$ cat src/rtl/core/rnft_pkg.sv
// ----------------------------------------------------------------------------
// rnft_pkg
// Types, register codes and reset values shared by the noise floor threshold
// unit.
// ----------------------------------------------------------------------------
package rnft_pkg;

   localparam int unsigned CSR_INDEX_W = 3;
   localparam int unsigned CSR_DATA_W  = 32;

   typedef enum logic [CSR_INDEX_W-1:0] {
      CSR_NEAR_WINDOW      = 3'd0,
      CSR_FAR_WINDOW       = 3'd1,
      CSR_SAMPLES_NEEDED   = 3'd2,
      CSR_AVERAGE_LOW      = 3'd3,
      CSR_AVERAGE_HIGH     = 3'd4,
      CSR_THRESHOLD_OFFSET = 3'd5,
      CSR_MIN_RECAL_MS     = 3'd6,
      CSR_ATTEMPT_LIMIT    = 3'd7
   } csr_index_type;

   localparam logic [7:0]  NEAR_WINDOW_RST      = 8'd8;
   localparam logic [7:0]  FAR_WINDOW_RST       = 8'd50;
   localparam logic [7:0]  SAMPLES_NEEDED_RST   = 8'd20;
   localparam logic [7:0]  AVERAGE_LOW_RST      = 8'd10;
   localparam logic [7:0]  AVERAGE_HIGH_RST     = 8'd220;
   localparam logic [7:0]  THRESHOLD_OFFSET_RST = 8'd20;
   localparam logic [31:0] MIN_RECAL_MS_RST     = 32'd420000;
   localparam logic [9:0]  ATTEMPT_LIMIT_RST    = 10'd600;

   localparam logic [7:0]  THRESHOLD_RST  = 8'd160;
   localparam logic [2:0]  HITS_TO_RESEED = 3'd4;

   typedef struct packed {
      logic [7:0]  near_window;
      logic [7:0]  far_window;
      logic [7:0]  samples_needed;
      logic [7:0]  average_low;
      logic [7:0]  average_high;
      logic [7:0]  threshold_offset;
      logic [31:0] min_recal_interval_ms;
      logic [9:0]  attempt_limit;
   } cfg_type;

   typedef struct packed {
      logic [7:0] busy_threshold;
      logic       threshold_updated;
      logic       finished;
      logic       fault;
   } result_type;

endpackage

$ cat src/rtl/core/rnft_if.sv
// ----------------------------------------------------------------------------
// rnft_req_if / rnft_rsp_if
// Valid/ready channels for samples in and threshold results out.
// ----------------------------------------------------------------------------
interface rnft_req_if;
   logic        valid;
   logic        ready;
   logic [7:0]  rssi;
   logic [31:0] now_ms;

   modport source (output valid, output rssi, output now_ms, input ready);
   modport sink   (input valid, input rssi, input now_ms, output ready);
endinterface

interface rnft_rsp_if;
   logic       valid;
   logic       ready;
   logic [7:0] busy_threshold;
   logic       threshold_updated;
   logic       finished;
   logic       fault;

   modport source (output valid, output busy_threshold, output threshold_updated,
                   output finished, output fault, input ready);
   modport sink   (input valid, input busy_threshold, input threshold_updated,
                   input finished, input fault, output ready);
endinterface

$ cat src/rtl/core/rnft_csr.sv
// ----------------------------------------------------------------------------
// rnft_csr
// Configuration register file, write only.
// ----------------------------------------------------------------------------
module rnft_csr
   import rnft_pkg::*;
(
   input  logic                   clock,
   input  logic                   reset,
   input  logic                   csr_wr_en,
   input  logic [CSR_INDEX_W-1:0] csr_index,
   input  logic [CSR_DATA_W-1:0]  csr_wdata,
   output cfg_type                cfg
);

   cfg_type cfg_ff;
   cfg_type cfg_in;

   always_comb begin
      cfg_in = cfg_ff;
      if (csr_wr_en) begin
         case (csr_index_type'(csr_index))
            CSR_NEAR_WINDOW:      cfg_in.near_window      = csr_wdata[7:0];
            CSR_FAR_WINDOW:       cfg_in.far_window       = csr_wdata[7:0];
            CSR_SAMPLES_NEEDED:   cfg_in.samples_needed   = csr_wdata[7:0];
            CSR_AVERAGE_LOW:      cfg_in.average_low      = csr_wdata[7:0];
            CSR_AVERAGE_HIGH:     cfg_in.average_high     = csr_wdata[7:0];
            CSR_THRESHOLD_OFFSET: cfg_in.threshold_offset = csr_wdata[7:0];
            CSR_MIN_RECAL_MS:     cfg_in.min_recal_interval_ms = csr_wdata[31:0];
            CSR_ATTEMPT_LIMIT:    cfg_in.attempt_limit    = csr_wdata[9:0];
            default:              cfg_in = cfg_ff;
         endcase
      end
   end

   always_ff @(posedge clock) begin
      if (reset) begin
         cfg_ff.near_window           <= NEAR_WINDOW_RST;
         cfg_ff.far_window            <= FAR_WINDOW_RST;
         cfg_ff.samples_needed        <= SAMPLES_NEEDED_RST;
         cfg_ff.average_low           <= AVERAGE_LOW_RST;
         cfg_ff.average_high          <= AVERAGE_HIGH_RST;
         cfg_ff.threshold_offset      <= THRESHOLD_OFFSET_RST;
         cfg_ff.min_recal_interval_ms <= MIN_RECAL_MS_RST;
         cfg_ff.attempt_limit         <= ATTEMPT_LIMIT_RST;
      end else begin
         cfg_ff <= cfg_in;
      end
   end

   assign cfg = cfg_ff;

endmodule

$ cat src/rtl/core/rnft_calc.sv
// ----------------------------------------------------------------------------
// rnft_calc
// Estimator state and the single-pass update for one sample.
// ----------------------------------------------------------------------------
module rnft_calc
   import rnft_pkg::*;
(
   input  logic        clock,
   input  logic        reset,
   input  cfg_type     cfg,
   input  logic        step,
   input  logic [7:0]  rssi,
   input  logic [31:0] now_ms,
   output result_type  result
);

   logic [7:0]  noise_average_ff,  noise_average_in;
   logic [7:0]  outlier_cand_ff,   outlier_cand_in;
   logic [2:0]  cand_hits_ff,      cand_hits_in;
   logic [7:0]  agree_count_ff,    agree_count_in;
   logic [9:0]  attempt_timer_ff,  attempt_timer_in;
   logic [31:0] last_cal_ms_ff,    last_cal_ms_in;
   logic [7:0]  threshold_ff,      threshold_in;

   logic [7:0]  diff_avg;
   logic [7:0]  diff_cand;
   logic [31:0] interval_ms;
   logic [7:0]  folded_avg;
   logic [7:0]  agree_inc;
   logic [2:0]  hits_inc;
   logic [8:0]  thresh_sum;
   logic [10:0] timer_inc;
   logic        near_hit;
   logic        far_hit;
   logic        done;
   logic        range_bad;
   logic        too_early;
   logic        updated;
   logic        finished;
   logic        fault;

   assign diff_avg    = (rssi > noise_average_ff) ? rssi - noise_average_ff
                                                  : noise_average_ff - rssi;
   assign diff_cand   = (rssi > outlier_cand_ff) ? rssi - outlier_cand_ff
                                                 : outlier_cand_ff - rssi;
   assign interval_ms = (last_cal_ms_ff > now_ms) ? last_cal_ms_ff - now_ms
                                                  : now_ms - last_cal_ms_ff;
   assign near_hit    = diff_avg < cfg.near_window;
   assign far_hit     = diff_cand < cfg.far_window;
   assign folded_avg  = {1'b0, noise_average_ff[7:1]} + {1'b0, rssi[7:1]};
   assign agree_inc   = agree_count_ff + 8'd1;
   assign hits_inc    = cand_hits_ff + 3'd1;
   assign done        = near_hit && (agree_inc > cfg.samples_needed);
   assign range_bad   = (folded_avg < cfg.average_low) || (folded_avg > cfg.average_high);
   assign thresh_sum  = {1'b0, folded_avg} + {1'b0, cfg.threshold_offset};
   assign too_early   = (last_cal_ms_ff != 32'd0) && (interval_ms < cfg.min_recal_interval_ms);
   assign timer_inc   = {1'b0, attempt_timer_ff} + 11'd1;

   always_comb begin
      noise_average_in = noise_average_ff;
      outlier_cand_in  = outlier_cand_ff;
      cand_hits_in     = cand_hits_ff;
      agree_count_in   = agree_count_ff;
      attempt_timer_in = attempt_timer_ff;
      last_cal_ms_in   = last_cal_ms_ff;
      threshold_in     = threshold_ff;
      updated          = 1'b0;
      finished         = 1'b0;
      fault            = 1'b0;

      if (near_hit) begin
         noise_average_in = folded_avg;
         agree_count_in   = agree_inc;
         if (done) begin
            finished         = 1'b1;
            attempt_timer_in = 10'd0;
            if (range_bad) begin
               fault = 1'b1;
            end else begin
               threshold_in = thresh_sum[8] ? 8'hff : thresh_sum[7:0];
               updated      = 1'b1;
               if (too_early) begin
                  fault          = 1'b1;
                  last_cal_ms_in = 32'd0;
               end else begin
                  last_cal_ms_in = now_ms;
               end
            end
         end
      end else if (far_hit) begin
         cand_hits_in = hits_inc;
         // persistent outlier takes over the average
         if (hits_inc > HITS_TO_RESEED) begin
            noise_average_in = rssi;
            agree_count_in   = 8'd0;
            cand_hits_in     = 3'd0;
         end
      end else begin
         outlier_cand_in = rssi;
         cand_hits_in    = 3'd0;
      end

      if (!done) begin
         if (timer_inc > {1'b0, cfg.attempt_limit}) begin
            attempt_timer_in = 10'd0;
            fault            = 1'b1;
            finished         = 1'b1;
         end else begin
            attempt_timer_in = timer_inc[9:0];
         end
      end
   end

   always_ff @(posedge clock) begin
      if (reset) begin
         noise_average_ff <= 8'd0;
         outlier_cand_ff  <= 8'd0;
         cand_hits_ff     <= 3'd0;
         agree_count_ff   <= 8'd0;
         attempt_timer_ff <= 10'd0;
         last_cal_ms_ff   <= 32'd0;
         threshold_ff     <= THRESHOLD_RST;
      end else if (step) begin
         noise_average_ff <= noise_average_in;
         outlier_cand_ff  <= outlier_cand_in;
         cand_hits_ff     <= cand_hits_in;
         agree_count_ff   <= agree_count_in;
         attempt_timer_ff <= attempt_timer_in;
         last_cal_ms_ff   <= last_cal_ms_in;
         threshold_ff     <= threshold_in;
      end
   end

   assign result.busy_threshold    = threshold_in;
   assign result.threshold_updated = updated;
   assign result.finished          = finished;
   assign result.fault             = fault;

endmodule

$ cat src/rtl/core/rssi_noise_floor_threshold_unit.sv
// ----------------------------------------------------------------------------
// rssi_noise_floor_threshold_unit
// Noise floor estimator and channel busy threshold for raw RSSI samples.
// ----------------------------------------------------------------------------
// One result per sample, valid from the output register after the sample is
// accepted, and a new sample is accepted every cycle while results are taken.
// A sample is held in an input register, the estimator state is updated from
// it in one pass of compare/add logic, and the result lands in an output
// register; a full output register stalls the input register, which stalls
// req_chan.ready.
// Configuration writes take effect on the next cycle and should be made while
// no samples are in flight.
module rssi_noise_floor_threshold_unit
   import rnft_pkg::*;
(
   input  logic                   clock,
   input  logic                   reset,
   rnft_req_if.sink               req_chan,
   rnft_rsp_if.source             rsp_chan,
   input  logic                   csr_wr_en,
   input  logic [CSR_INDEX_W-1:0] csr_index,
   input  logic [CSR_DATA_W-1:0]  csr_wdata
);

   cfg_type     cfg;
   result_type  calc_result;
   result_type  result_ff;
   logic        rsp_valid_ff;
   logic        in_valid_ff;
   logic [7:0]  rssi_ff;
   logic [31:0] now_ms_ff;
   logic        out_free;
   logic        in_free;
   logic        step;

   rnft_csr u_csr (
      .clock     (clock),
      .reset     (reset),
      .csr_wr_en (csr_wr_en),
      .csr_index (csr_index),
      .csr_wdata (csr_wdata),
      .cfg       (cfg)
   );

   rnft_calc u_calc (
      .clock  (clock),
      .reset  (reset),
      .cfg    (cfg),
      .step   (step),
      .rssi   (rssi_ff),
      .now_ms (now_ms_ff),
      .result (calc_result)
   );

   assign out_free       = !rsp_valid_ff || rsp_chan.ready;
   assign step           = in_valid_ff && out_free;
   assign in_free        = !in_valid_ff || out_free;
   assign req_chan.ready = in_free;

   always_ff @(posedge clock) begin
      if (reset) begin
         in_valid_ff  <= 1'b0;
         rsp_valid_ff <= 1'b0;
      end else begin
         if (in_free) begin
            in_valid_ff <= req_chan.valid;
         end
         if (out_free) begin
            rsp_valid_ff <= in_valid_ff;
         end
      end
   end

   always_ff @(posedge clock) begin
      if (in_free && req_chan.valid) begin
         rssi_ff   <= req_chan.rssi;
         now_ms_ff <= req_chan.now_ms;
      end
      if (step) begin
         result_ff <= calc_result;
      end
   end

   assign rsp_chan.valid             = rsp_valid_ff;
   assign rsp_chan.busy_threshold    = result_ff.busy_threshold;
   assign rsp_chan.threshold_updated = result_ff.threshold_updated;
   assign rsp_chan.finished          = result_ff.finished;
   assign rsp_chan.fault             = result_ff.fault;

endmodule
$ cat src/flat_wrapper.sv
// flat-port wrapper written by rule: the top's interface ports become plain ports
module rssi_noise_floor_threshold_unit_flat import rnft_pkg::*;
  (clock, reset, csr_wr_en, csr_index, csr_wdata, req_chan_valid, req_chan_rssi, req_chan_now_ms, req_chan_ready, rsp_chan_valid, rsp_chan_busy_threshold, rsp_chan_threshold_updated, rsp_chan_finished, rsp_chan_fault, rsp_chan_ready);
  rnft_req_if req_chan_i ();
  rnft_rsp_if rsp_chan_i ();
  input  logic clock;
  input  logic reset;
  input  logic csr_wr_en;
  input  logic [CSR_INDEX_W-1:0] csr_index;
  input  logic [CSR_DATA_W-1:0] csr_wdata;
  input wire logic [$bits(req_chan_i.valid)-1:0] req_chan_valid;
  input wire logic [$bits(req_chan_i.rssi)-1:0] req_chan_rssi;
  input wire logic [$bits(req_chan_i.now_ms)-1:0] req_chan_now_ms;
  output wire logic [$bits(req_chan_i.ready)-1:0] req_chan_ready;
  output wire logic [$bits(rsp_chan_i.valid)-1:0] rsp_chan_valid;
  output wire logic [$bits(rsp_chan_i.busy_threshold)-1:0] rsp_chan_busy_threshold;
  output wire logic [$bits(rsp_chan_i.threshold_updated)-1:0] rsp_chan_threshold_updated;
  output wire logic [$bits(rsp_chan_i.finished)-1:0] rsp_chan_finished;
  output wire logic [$bits(rsp_chan_i.fault)-1:0] rsp_chan_fault;
  input wire logic [$bits(rsp_chan_i.ready)-1:0] rsp_chan_ready;
  assign req_chan_i.valid = req_chan_valid;
  assign req_chan_i.rssi = req_chan_rssi;
  assign req_chan_i.now_ms = req_chan_now_ms;
  assign req_chan_ready = req_chan_i.ready;
  assign rsp_chan_valid = rsp_chan_i.valid;
  assign rsp_chan_busy_threshold = rsp_chan_i.busy_threshold;
  assign rsp_chan_threshold_updated = rsp_chan_i.threshold_updated;
  assign rsp_chan_finished = rsp_chan_i.finished;
  assign rsp_chan_fault = rsp_chan_i.fault;
  assign rsp_chan_i.ready = rsp_chan_ready;
  rssi_noise_floor_threshold_unit u_core (.clock(clock), .reset(reset), .req_chan(req_chan_i), .rsp_chan(rsp_chan_i), .csr_wr_en(csr_wr_en), .csr_index(csr_index), .csr_wdata(csr_wdata));
endmodule
$ cat config.mk
export PLATFORM = sky130hd
export DESIGN_NAME = rssi_noise_floor_threshold_unit_flat
export DESIGN_NICKNAME = d
export VERILOG_FILES = /design/src/rtl/core/rnft_pkg.sv /design/src/rtl/core/rnft_if.sv /design/src/rtl/core/rnft_csr.sv /design/src/rtl/core/rnft_calc.sv /design/src/rtl/core/rssi_noise_floor_threshold_unit.sv /design/src/flat_wrapper.sv
export SDC_FILE = /design/constraint.sdc
export NUM_CORES = 1
export LEC_CHECK = 0
export ABC_AREA = 0
export BUFFER_PORTS_ARGS = -buffer_cell sky130_fd_sc_hd__buf_2
export CAP_MARGIN = 25
export CELL_PAD_IN_SITES_DETAIL_PLACEMENT = 0
export CELL_PAD_IN_SITES_GLOBAL_PLACEMENT = 1
export CORE_MARGIN = 3
export CORE_UTILIZATION = 51
export DETAILED_ROUTE_END_ITERATION = 10
export GPL_TIMING_DRIVEN = 0
export PLACE_DENSITY = 0.91
export SLEW_MARGIN = 20
export SYNTH_ARGS = -nofsm -noshare
export SYNTH_HDL_FRONTEND = slang
export SYNTH_SLANG_ARGS = --single-unit
$ cat constraint.sdc
create_clock -name clock -period 13.9 [get_ports clock]
set_input_delay 1.39 -clock clock [delete_from_list [all_inputs] [get_ports clock]]
set_output_delay 1.39 -clock clock [all_outputs]
set_load 0.01 [all_outputs]
==> reports/qor.csv, run 1 <==
stage;metric;value;unit
run_status;outcome;completed;
setup_path;worstPathArrival;7340;ps
pwr;worst_ir_drop_vdd;105;uV
pwr;p_switching;0.742;mW
die;core;0.0298;sq mm
setup_path;cp_cell_sequence;inv_1 -> ha_1 -> inv_1 -> fa_1 -> a21oi_1 -> nor2_1 -> o41ai_1 -> o21ai_1 -> a311oi_1 -> nor2_1 -> o31ai_1 -> xnor2_1 -> ha_1 -> a21o_1 -> a221oi_1 -> nor2_1 -> a211oi_1 -> o21ai_0 -> a211oi_1 -> a2111o_1 -> buf_1 -> o2bb2ai_1;
setup_path;r2r_slack;6980;ps
global_routing;first_global_vias;13185;
sta;fin_crit_sh;49.8;%
route;num_vias;13677;
sta;hold_viol_final;0;
yosys;synth-edff-count;51;
route;wire_per_inst;19.1;microns
yosys;synth_cell_types;82;
placed_design;dp_hpwl;34.6;mm
sta;tightest_slew;1000;ps
route;dr.first_iter.drc_count;1219;
cts;cts_tree;done;
yosys;ys_seq_area_share;31.6;%
route;viasPerCell;5.79;
global_routing;antenna_found_initial;1;
pwr;power.leakage;7.35;nW
sta;slew_headroom;32.9;%
pwr;swShare;35.4;%
sta;setup_violations;0;
setup_path;regToRegStartpoint;u_core.now_ms_ff[0]$_DFFE_PP_;
die;die_x;181;microns
placed_design;gp_congestion;0.927;
route;drc_errors;0;
yosys;yosys_warnings;0;
yosys;avgSynthCellArea;8.45;sq um
cts;root_buffer;clkbuf_16;
placed_design;port_buffers;81;
die;ios;93;
setup_path;cp_slowest_cell;a311oi_1;
global_routing;grt_max_degree;31;
cts;post-cts-setup-buffers;0;
cts;cts-buffers-inserted;27;
yosys;netlist_area;0.0155;sq mm
die;dieArea;0.0326;sq mm
yosys;async_reset_ff_share;0;%
cts;clockBufferDepth;3;
route;finalWirelength;45.1;mm
finish;drive_gt1_share;10.1;%
pwr;combPwrFrac;32.3;%
pwr;seq_power_share;33.7;%
hold_path;hold_depth;2;
setup_path;required;14320;ps
cts;insertion_delay;560;ps
cts;cts.reportedPaths.clkPinSlew;60;ps
sta;rsz0062_at_grt;false;
finish;fillers;2766;
sta;clock.fmax;144;MHz
route;ant_nets;0;
setup_path;path_max_fanout;10;
finish;layout_commonest_cell;nand2_1;
setup_path;slowest_delay;780;ps
setup_path;cpMostUsedCell;nor2_1;
finish;diodes;0;
sta;period_needed;6920;ps
cts;cts_sinks;220;
hold_path;min_from;u_core.u_csr.cfg[31]$_SDFFE_PP0P_;
finish;multi_input_area;0.00939;sq mm
global_routing;track_usage;26.7;%
setup_path;reg2reg_depth;22;
finish;register_area;0.00491;sq mm
placed_design;dp_slack;7240;ps
setup_path;critPathLaunchType;flop;
setup_path;crit_type;flop to flop;
global_routing;grt_pass1_wl;71.1;mm
yosys;synth_cells;1838;
sta;tns;0;ps
global_routing;grt-ovfl-total;0;
route;dr.pass1.iters;5;
sta;setup_ws;6980;ps
setup_path;reg2reg_to;u_core.u_calc.last_cal_ms_ff[18]$_SDFFE_PP0P_;
finish;finalNetCount;2228;
yosys;synth_nets;2116;
cts;htreeDepth;1;
pwr;clkPwrFrac;34.0;%
yosys;synth-seq-cells;220;
yosys;synthFlopType;dfxtp_1;
cts;holdBufCountCts;0;
finish;syn2layout_area_growth;11.7;%
die;start_util;52.1;%
sta;clock_skew;24.3;ps
cts;post_cts_resized;0;
hold_path;min_to;u_core.u_csr.cfg[31]$_SDFFE_PP0P_;
pwr;pwr_density_cell;121;mW/mm^2
hold_path;worst_hold_path_type;flop to flop;
setup_path;cp-end-kind;flop;
die;rows;63;
pwr;internal_power;1.35;mW
die;die_y;181;microns
sta;final_max_slew_viol_count;0;
flow_run;drv_cap;0;
finish;layout_common_cells;212 x nand2_1, 197 x inv_1, 191 x a21oi_1, 190 x ha_1, 169 x dfxtp_1;
-- through the flow --
step	power, mW	cells	hold slack [ps]	utilization, %	area [sq um]
global route	2.22	2361	471	58.2	17400
floorplan	1.19	1838	434	-	15500
detailed placement	1.38	2310	448	55.2	16500
global placement	1.37	2309	443	55.1	16400
CTS	2.10	2360	455	58.2	17300
finish	2.10	2361	452	58.2	17400
-- layout make-up --
class / instances / area share (%)
Clock inverter: 9 / 0.649
Sequential cell: 220 / 28.3
Clock buffer: 41 / 4.48
Inverter: 199 / 4.30
Multi-Input combinational cell: 1332 / 54.1
Timing Repair Buffer: 83 / 2.52
Tap cell: 390 / 2.81
Buffer: 87 / 2.80
-- kinds of logic (layout without fill, tap and decap cells) --
logic type | after synthesis | in the layout | share of synthesized area [%]
adders and majority gates | 198 | 198 | 16.3
DFF | 220 | 220 | 31.6
xor gates and xnor gates | 67 | 67 | 3.78
AOI/OAI and AO/OA | 522 | 522 | 22.1
buffers and inverters | 286 | 419 | 7.93
and+or+nand+nor | 497 | 497 | 15.0
muxes | 48 | 48 | 3.20
-- power by group through the flow --
| stage | registers (mW) | clock network (mW) | logic [mW] |
|---|---|---|---|
| floorplan | 0.713 | 0 | 0.472 |
| global placement | 0.719 | 0 | 0.647 |
| detailed placement | 0.720 | 0 | 0.663 |
| CTS | 0.707 | 0.727 | 0.667 |
| global route | 0.710 | 0.753 | 0.758 |
| finish | 0.707 | 0.712 | 0.677 |
-- cell usage after synthesis, types with 39 or more instances --
cell	number	share of area (%)
o211ai_1	41	2.0
a21oi_1	191	6.2
clkbuf_1	52	1.3
ha_1	190	15
xnor2_1	39	2.2
nand2_1	212	5.1
edfxtp_1	51	9.9
dfxtp_1	169	22
nor2_1	92	2.2
o21ai_0	54	1.7
a21o_1	57	2.8
inv_1	197	4.8
-- metal layers --
layer / vias to the layer above / global-route usage, % / part of all wire (%)
li1: 6694 / - / -
met1: 6459 / 38.3 / 47
met2: 434 / 41.7 / 43
met3: 88 / 4.42 / 6.8
met4: 2 / 7.46 / 2.9
met5: - / 0 / 0.038
-- registers in the layout, indices dropped and copies added, names as in the netlist --
signal and cells:
u_core.rsp_chan.threshold_updated 1, u_core.u_calc.noise_average_ff 8, u_core.rsp_chan.fault 1, u_core.rsp_chan.valid 1, u_core.u_calc.threshold_ff 8, u_core.now_ms_ff 32, u_core.u_calc.last_cal_ms_ff 32, u_core.u_calc.cand_hits_ff 3
u_core.u_calc.outlier_cand_ff 8, u_core.u_calc.attempt_timer_ff 10, u_core.u_calc.agree_count_ff 8, u_core.u_csr.cfg 90, u_core.rsp_chan.finished 1, u_core.in_valid_ff 1, u_core.rssi_ff 8, u_core.rsp_chan.busy_threshold 8
-- worst max path at each step --
stage                     depth (start not counted)                                             to                           from  slack (ps)
after floorplan                                  19    u_core.rsp_chan.busy_threshold[0]$_DFFE_PP_    u_core.rssi_ff[0]$_DFFE_PP_        9050
after global routing                             22  u_core.u_calc.last_cal_ms_ff[24]$_SDFFE_PP0P_  u_core.now_ms_ff[0]$_DFFE_PP_        6670
after detailed placement                         22  u_core.u_calc.last_cal_ms_ff[20]$_SDFFE_PP0P_  u_core.now_ms_ff[0]$_DFFE_PP_        7240
after CTS                                        22  u_core.u_calc.last_cal_ms_ff[15]$_SDFFE_PP0P_  u_core.now_ms_ff[0]$_DFFE_PP_        7170
after global placement                           22  u_core.u_calc.last_cal_ms_ff[21]$_SDFFE_PP0P_  u_core.now_ms_ff[0]$_DFFE_PP_        7280
final                                            22  u_core.u_calc.last_cal_ms_ff[18]$_SDFFE_PP0P_  u_core.now_ms_ff[0]$_DFFE_PP_        6980
-- worst max-delay path: cells and delay by family, from the launching register on --
| kind | cells | cell delay [ps] |
|---|---|---|
| compound gates | 12 | 4370 |
| simple gates | 3 | 280 |
| fa+ha+maj | 3 | 850 |
| xor+xnor | 1 | 170 |
| buf+inv | 3 | 660 |
| flops | 1 | 410 |
Power figures use the tool's default switching activity.
==> run 2, diff against run 1 <==
--- a/config.mk
+++ b/config.mk
@@ -11,10 +11,10 @@
 export CELL_PAD_IN_SITES_DETAIL_PLACEMENT = 0
 export CELL_PAD_IN_SITES_GLOBAL_PLACEMENT = 1
 export CORE_MARGIN = 3
-export CORE_UTILIZATION = 51
+export CORE_UTILIZATION = 43
 export DETAILED_ROUTE_END_ITERATION = 10
 export GPL_TIMING_DRIVEN = 0
-export PLACE_DENSITY = 0.91
+export PLACE_DENSITY = 0.83
 export SLEW_MARGIN = 20
 export SYNTH_ARGS = -nofsm -noshare
 export SYNTH_HDL_FRONTEND = slang
==> constraint.sdc (replaced) <==
create_clock -name clock -period 5.9 [get_ports clock]
set_input_delay 0.59 -clock clock [delete_from_list [all_inputs] [get_ports clock]]
set_output_delay 0.59 -clock clock [all_outputs]
set_load 0.01 [all_outputs]
==> run 2 against run 1 <==
- combinational power up 140%
- clock-buffer cell count down 7
- wire length up 0.25%
- critical path type unchanged
- critical endpoint is now u_core.u_calc.attempt_timer_ff[4]$_SDFFE_PP0P_
- largest cell class unchanged
==> reports/qor.csv, run 2 (synthesized netlist as in run 1, its figures left out) <==
stage;metric;value;unit;change
sta;clock_skew;10.0;ps;was 24.3 ps
die;core;0.0351;sq mm;was 0.0298 sq mm
cts;cts.reportedPaths.clkPinSlew;60;ps;about the same
die;rows;68;;was 63
die;ios;93;;unchanged
setup_path;path_max_fanout;10;;unchanged
sta;clock.fmax;177;MHz;was 144 MHz
sta;fin_crit_sh;95.5;%;was 49.8%
finish;layout_common_cells;212 x nand2_1, 197 x inv_1, 190 x a21oi_1, 190 x ha_1, 169 x dfxtp_1;;was 212 x nand2_1, 197 x inv_1, 191 x a21oi_1, 190 x ha_1, 169 x dfxtp_1
finish;fillers;3455;;was 2,766
finish;multi_input_area;0.00947;sq mm;was 0.00939 sq mm
sta;setup_ws;265;ps;was 6980 ps
placed_design;gp_congestion;0.949;;was 0.927
cts;clockBufferDepth;3;;unchanged
run_status;outcome;completed;;unchanged
global_routing;first_global_vias;13105;;was 13,185
cts;cts_sinks;220;;unchanged
setup_path;cp-end-kind;flop;;unchanged
hold_path;worst_hold_path_type;input port to flop;;was flop to flop
pwr;combPwrFrac;32.8;%;was 32.3%
finish;post-route-util;50.0;%;was 58.2%
route;finalWirelength;45.2;mm;was 45.1 mm
die;start_util;44.3;%;was 52.1%
die;die_x;196;microns;was 181 microns
finish;diodes;0;;unchanged
placed_design;port_buffers;81;;unchanged
cts;root_buffer;clkbuf_16;;unchanged
pwr;seq_power_share;34.1;%;was 33.7%
global_routing;track_usage;22.7;%;was 26.7%
setup_path;worstPathArrival;6040;ps;was 7340 ps
global_routing;grt_max_degree;31;;unchanged
route;drc_errors;0;;unchanged
cts;holdBufCountCts;0;;unchanged
finish;design_area;0.0175;sq mm;was 0.0174 sq mm
global_routing;grt_pass1_wl;70.7;mm;was 71.1 mm
pwr;clkPwrFrac;33.1;%;was 34.0%
route;ant_nets;0;;unchanged
finish;register_area;0.00491;sq mm;unchanged
pwr;pwr_density_cell;279;mW/mm^2;was 121 mW/mm^2
global_routing;grt-ovfl-total;0;;unchanged
flow_run;drv_cap;0;;unchanged
placed_design;dp_hpwl;35.0;mm;was 34.6 mm
setup_path;critPathLaunchType;flop;;unchanged
cts;cts_tree;done;;unchanged
pwr;p_switching;1.76;mW;was 0.742 mW
pwr;power.leakage;7.39;nW;was 7.35 nW
setup_path;required;6310;ps;was 14,320 ps
sta;setup_violations;0;;unchanged
sta;period_needed;5640;ps;was 6920 ps
cts;htreeDepth;1;;unchanged
global_routing;antenna_found_initial;0;;was 1
sta;tightest_slew;1020;ps;was 1000 ps
pwr;worst_ir_drop_vdd;279;uV;was 105 uV
die;die_y;196;microns;was 181 microns
pwr;internal_power;3.12;mW;was 1.35 mW
finish;finalNetCount;2231;;was 2,228
sta;slew_headroom;31.2;%;was 32.9%
route;viasPerCell;5.62;;was 5.79
setup_path;crit_type;flop to flop;;unchanged
pwr;swShare;36.0;%;was 35.4%
route;num_vias;13651;;was 13,677
finish;layout_commonest_cell;nand2_1;;unchanged
finish;largest_register_ffs;90;;unchanged
die;dieArea;0.0385;sq mm;was 0.0326 sq mm
finish;drive_gt1_share;11.3;%;was 10.1%
cts;cts-buffers-inserted;27;;unchanged
sta;hold_viol_final;0;;unchanged
finish;syn2layout_area_growth;12.7;%;was 11.7%
placed_design;dp_slack;-809;ps;was 7240 ps
cts;insertion_delay;550;ps;was 560 ps
placed_design;placed_area;0.0165;sq mm;about the same
route;wire_per_inst;18.6;microns;was 19.1 microns
route;dr.first_iter.drc_count;824;;was 1,219
sta;tns;0;ps;unchanged
route;dr.pass1.iters;5;;unchanged
sta;final_max_slew_viol_count;0;;unchanged
pwr;power;4.88;mW;was 2.10 mW
## run 2: changes by cell type in the layout (fill, tap and decap cells not counted), moves of 3 or more
cell      previous run  this run
clkbuf_1            61        53
clkinv_2             5        10
buf_4                2         6
clkbuf_8             8         4
clkbuf_2             5         8
clkbuf_4             0         3
nand3_1             36        33
nand3_2              0         3
## run 2: layer usage
| layer | share of wire [%] | up-vias | wire length (microns) | track usage [%] |
|---|---|---|---|---|
| li1 | - | 6711 | - | - |
| met1 | 47 | 6486 | 21500 | 32.8 |
| met2 | 44 | 393 | 20000 | 36.1 |
| met3 | 6.2 | 61 | 2800 | 3.43 |
| met4 | 2.0 | 0 | 913 | 4.96 |
| met5 | 0 | - | 0 | 0 |
## run 2: timing repair
action                     CTS  global route
pin swaps                    2             2
setup endpoints to repair   34            49
cloned                       0             0
buffers inserted             2             1
resized for setup            8            20
## run 2: cell type report
type | count | area share [%]
Multi-Input combinational cell | 1332 | 54.0
Sequential cell | 220 | 28.1
Inverter | 199 | 4.26
Clock buffer | 34 | 4.19
Tap cell | 455 | 3.25
Buffer | 87 | 2.87
Timing Repair Buffer | 86 | 2.62
Clock inverter | 16 | 0.700
## run 2: critical path, stage by stage (launching register included)
cell and delay (ps):
edfxtp_1 500, inv_1 130, ha_1 150, inv_1 60, fa_1 380, a21o_1 200, a21o_1 210, a211o_1 360
nand2_1 320, mux2_2 420, a21oi_1 120, o21ai_0 100, xor2_1 230, ha_1 290, a21o_1 180, a21oi_1 160
and2_1 340, clkbuf_1 550, a22oi_1 200, clkbuf_1 310, nand4_1 180, a21oi_1 90
## run 2: final timing paths
kind                                                   startpoint                                             end  slack, ps  cells past startpoint
worst max-delay path                  u_core.rssi_ff[0]$_DFFE_PP_  u_core.u_calc.attempt_timer_ff[4]$_SDFFE_PP0P_        260                     21
worst min-delay path                          req_chan_now_ms[10]                  u_core.now_ms_ff[10]$_DFFE_PP_        210                      1
worst max register to register        u_core.rssi_ff[0]$_DFFE_PP_  u_core.u_calc.attempt_timer_ff[4]$_SDFFE_PP0P_        260                     21
worst min register to register  u_core.u_csr.cfg[36]$_SDFFE_PP0P_               u_core.u_csr.cfg[36]$_SDFFE_PP0P_        450                      2
## run 2: power groups by stage
| stage | combinational [mW] | clock [mW] | sequential [mW] |
|---|---|---|---|
| global route | 1.78 | 1.71 | 1.67 |
| detailed placement | 1.56 | 0 | 1.70 |
| CTS | 1.58 | 1.66 | 1.66 |
| finish | 1.60 | 1.61 | 1.66 |
| floorplan | 1.11 | 0 | 1.68 |
| global placement | 1.52 | 0 | 1.70 |
## run 2: per-stage QoR
step / hold WS, ps / cells
finish: 209 / 2429
global route: 188 / 2429
CTS: 172 / 2428
detailed placement: 446 / 2376
global placement: 442 / 2374
floorplan: 434 / 1838
==> run 3, diff against run 2 <==
--- a/config.mk
+++ b/config.mk
@@ -5,13 +5,13 @@
 export SDC_FILE = /design/constraint.sdc
 export NUM_CORES = 1
 export LEC_CHECK = 0
-export ABC_AREA = 0
+export ABC_AREA = 1
 export BUFFER_PORTS_ARGS = -buffer_cell sky130_fd_sc_hd__buf_2
 export CAP_MARGIN = 25
 export CELL_PAD_IN_SITES_DETAIL_PLACEMENT = 0
 export CELL_PAD_IN_SITES_GLOBAL_PLACEMENT = 1
 export CORE_MARGIN = 3
-export CORE_UTILIZATION = 43
+export CORE_UTILIZATION = 41
 export DETAILED_ROUTE_END_ITERATION = 10
 export GPL_TIMING_DRIVEN = 0
 export PLACE_DENSITY = 0.83
==> run 3 against run 2 <==
- wire length rose by 17%
- die area rose by 16%
- synthesized cell count rose by 42%
- sequential power barely moved
- largest power group is now the clock network
==> reports/qor.csv, run 3 <==
stage;metric;value;unit;change
flow_run;drv_cap;0;;unchanged
cts;cts_sinks;220;;unchanged
pwr;pwr_density_cell;232;mW/mm^2;was 279 mW/mm^2
yosys;synthTopCellsByArea;dfxtp_1 20%, nand2_1 17%, ha_1 14%;;was dfxtp_1 22%, ha_1 15%, edfxtp_1 9.9%
setup_path;critPathTopFamily;simple AND/OR/NAND/NOR gates;;was compound AO/OA/AOI/OAI gates
route;num_vias;16275;;was 13,651
setup_path;cp-end-kind;flop;;unchanged
finish;diodes;0;;unchanged
setup_path;cp_slowest_cell;edfxtp_1;;was clkbuf_1
route;drc_errors;0;;unchanged
yosys;synth-seq-cells;220;;unchanged
cts;insertion_delay;590;ps;was 550 ps
yosys;synth_most_common_cell;nand2_1;;unchanged
finish;finalNetCount;3003;;was 2,231
die;dieArea;0.0445;sq mm;was 0.0385 sq mm
yosys;synthFlopType;dfxtp_1;;unchanged
yosys;yosys-top-cells-count;777 x nand2_1, 458 x inv_1, 247 x a21oi_1;;was 212 x nand2_1, 197 x inv_1, 191 x a21oi_1
placed_design;dp_hpwl;42.6;mm;was 35.0 mm
yosys;avgSynthCellArea;6.61;sq um;was 8.45 sq um
pwr;worst_ir_drop_vdd;221;uV;was 279 uV
finish;multi_input_area;0.0102;sq mm;was 0.00947 sq mm
sta;rsz0062_at_grt;false;;
cts;cts.reportedPaths.clkPinSlew;60;ps;about the same
cts;cts-buffers-inserted;26;;was 27
sta;setup_violations;0;;unchanged
yosys;synth.top_cell.area_share;19.6;%;was 21.8%
sta;fin_crit_sh;80.9;%;was 95.5%
sta;period_needed;4780;ps;was 5640 ps
die;ios;93;;unchanged
sta;clock_skew;20.8;ps;was 10.0 ps
yosys;yosys_warnings;0;;unchanged
route;ant_nets;0;;unchanged
yosys;synth_nets;2884;;was 2,116
yosys;async_reset_ff_share;0;%;unchanged
route;viasPerCell;4.97;;was 5.62
die;rows;74;;was 68
setup_path;required;6360;ps;was 6310 ps
hold_path;worst_hold_path_type;input port to flop;;unchanged
global_routing;grt_pass1_wl;84.0;mm;was 70.7 mm
yosys;synth_cell_types;44;;was 82
finish;largest_register_ffs;90;;unchanged
finish;fillers;4333;;was 3,455
sta;tns;0;ps;unchanged
die;die_y;211;microns;was 196 microns
finish;register_area;0.00491;sq mm;unchanged
global_routing;track_usage;23.5;%;was 22.7%
die;core;0.0412;sq mm;was 0.0351 sq mm
setup_path;critPathLaunchType;flop;;unchanged
placed_design;gp_congestion;0.947;;was 0.949
sta;clock.fmax;209;MHz;was 177 MHz
setup_path;cp_cell_sequence;inv_1 -> ha_1 -> inv_1 -> fa_1 -> inv_1 -> o21ai_0 -> a21oi_1 -> nand2_1 -> nand2_2 -> inv_2 -> nand2_1 -> nand2_1 -> xor2_1 -> inv_1 -> ha_1 -> a21o_1 -> nor2_1 -> nand2_1 -> nor2_2 -> nand3_1 -> buf_4 -> buf_2 -> a21oi_1 -> nor2_1;;was inv_1 -> ha_1 -> inv_1 -> fa_1 -> a21o_1 -> a21o_1 -> a211o_1 -> nand2_1 -> mux2_2 -> a21oi_1 -> o21ai_0 -> xor2_1 -> ha_1 -> a21o_1 -> a21oi_1 -> and2_1 -> clkbuf_1 -> a22oi_1 -> clkbuf_1 -> nand4_1 -> a21oi_1
finish;post-route-util;46.8;%;was 50.0%
setup_path;worstPathArrival;5230;ps;was 6040 ps
route;dr.pass1.iters;6;;was 5
sta;final_max_slew_viol_count;0;;unchanged
finish;layout_commonest_cell;nand2_1;;unchanged
cts;htreeDepth;1;;unchanged
die;die_x;211;microns;was 196 microns
global_routing;grt_max_degree;24;;was 31
route;dr.first_iter.drc_count;1012;;was 824
cts;post_cts_resized;0;;was 8
yosys;netlist_area;0.0172;sq mm;was 0.0155 sq mm
global_routing;antenna_found_initial;0;;unchanged
route;finalWirelength;52.9;mm;was 45.2 mm
cts;post-cts-setup-buffers;0;;was 2
setup_path;slowest_delay;470;ps;was 550 ps
yosys;synth_cells;2606;;was 1,838
setup_path;path_max_fanout;10;;unchanged
die;start_util;41.8;%;was 44.3%
sta;slew_headroom;39.9;%;was 31.2%
global_routing;grt-ovfl-total;0;;unchanged
yosys;synth_top_area_cell;dfxtp_1;;unchanged
yosys;synth-edff-count;51;;unchanged
cts;clockBufferDepth;3;;unchanged
cts;holdBufCountCts;0;;unchanged
cts;root_buffer;clkbuf_16;;unchanged
run_status;outcome;completed;;unchanged
pwr;power.leakage;10.1;nW;was 7.39 nW
yosys;ys_seq_area_share;28.5;%;was 31.6%
sta;fin_hold_ws;179;ps;was 209 ps
finish;syn2layout_area_growth;11.9;%;was 12.7%
cts;cts_tree;done;;unchanged
finish;drive_gt1_share;7.91;%;was 11.3%
sta;hold_viol_final;0;;unchanged
setup_path;crit_type;flop to flop;;unchanged
route;wire_per_inst;16.1;microns;was 18.6 microns
setup_path;crit_buf_inv;7;;was 4
global_routing;first_global_vias;16271;;was 13,105
placed_design;port_buffers;90;;was 81
sta;tightest_slew;898;ps;was 1020 ps
finish;layout_common_cells;777 x nand2_1, 457 x inv_1, 247 x a21oi_1, 190 x ha_1, 187 x nor2_1;;was 212 x nand2_1, 197 x inv_1, 190 x a21oi_1, 190 x ha_1, 169 x dfxtp_1
==> run 3: cell count changes after synthesis, sizes merged, moves of 32 or more <==
cell	change
o2bb2ai	-32
nand3	+53
mux2i	-34
a21oi	+57
o21ai	+66
a21o	-52
nor2	+110
xor2	+35
nand2	+583
inv	+268
==> run 3: cell families after synthesis <==
| kind of cell | count (synthesis) | synth area share (%) |
|---|---|---|
| flops | 220 | 28.5 |
| xor+xnor | 74 | 3.76 |
| compound gates | 439 | 13.8 |
| buf+inv | 532 | 12.2 |
| simple gates | 1143 | 27.1 |
| fa+ha+maj | 198 | 14.7 |
==> run 3: worst register-to-register path: cells and delay by family (launching register included) <==
kind                     cells  cell delay [ps]
AO/OA/AOI/OAI                4              670
XOR/XNOR                     1              160
adder cells (fa/ha/maj)      3              820
buffers and inverters        7             1060
flip-flops                   1              470
AND/OR/NAND/NOR              9             1480
==> run 3: layer usage <==
layer  up-vias  GRT usage (%)  part of all wire (%)
li1       8439              -                     -
met1      7444           28.5                    43
met2       303           43.1                    49
met3        89           2.39                   3.8
met4         0           8.41                   3.9
met5         -              0                     0
==> run 3: final timing paths <==
path	startpoint	to	slack, ps	depth (start not counted)
max reg2reg	u_core.rssi_ff[0]$_DFFE_PP_	u_core.u_calc.last_cal_ms_ff[5]$_SDFFE_PP0P_	1120	24
min	req_chan_rssi[5]	u_core.rssi_ff[5]$_DFFE_PP_	180	1
max	u_core.rssi_ff[0]$_DFFE_PP_	u_core.u_calc.last_cal_ms_ff[5]$_SDFFE_PP0P_	1120	24
min reg2reg	u_core.u_csr.cfg[35]$_SDFFE_PP0P_	u_core.u_csr.cfg[35]$_SDFFE_PP0P_	460	2
==> run 3: layout make-up <==
cell class                 instances  share of cell area, %
buffer                            65                   1.77
multi-input combinational       1854                   53.0
timing repair buffer              91                   2.44
tap                              532                   3.45
clock inverter                     8                  0.734
sequential                       220                   25.5
clock buffer                      39                   4.01
inverter                         467                   9.09
==> run 3: power breakdown <==
group          total (mW)  internal (mW)  leakage [nW]  switching (mW)
sequential           1.65           1.60          1.86          0.0419
combinational        1.11          0.377          7.76           0.732
clock                1.72           1.04         0.446           0.683
==> run 3: stage by stage <==
step	cells	cell area, sq um	power [mW]	worst slack [ps]
6_report	3276	19300	4.47	1120
5_1_grt	3276	19300	4.74	706
3_3_place_gp	3228	18300	2.75	1200
4_1_cts	3276	19300	4.52	1130
2_1_floorplan	2606	17200	2.44	2390
3_5_place_dp	3229	18400	2.78	1180
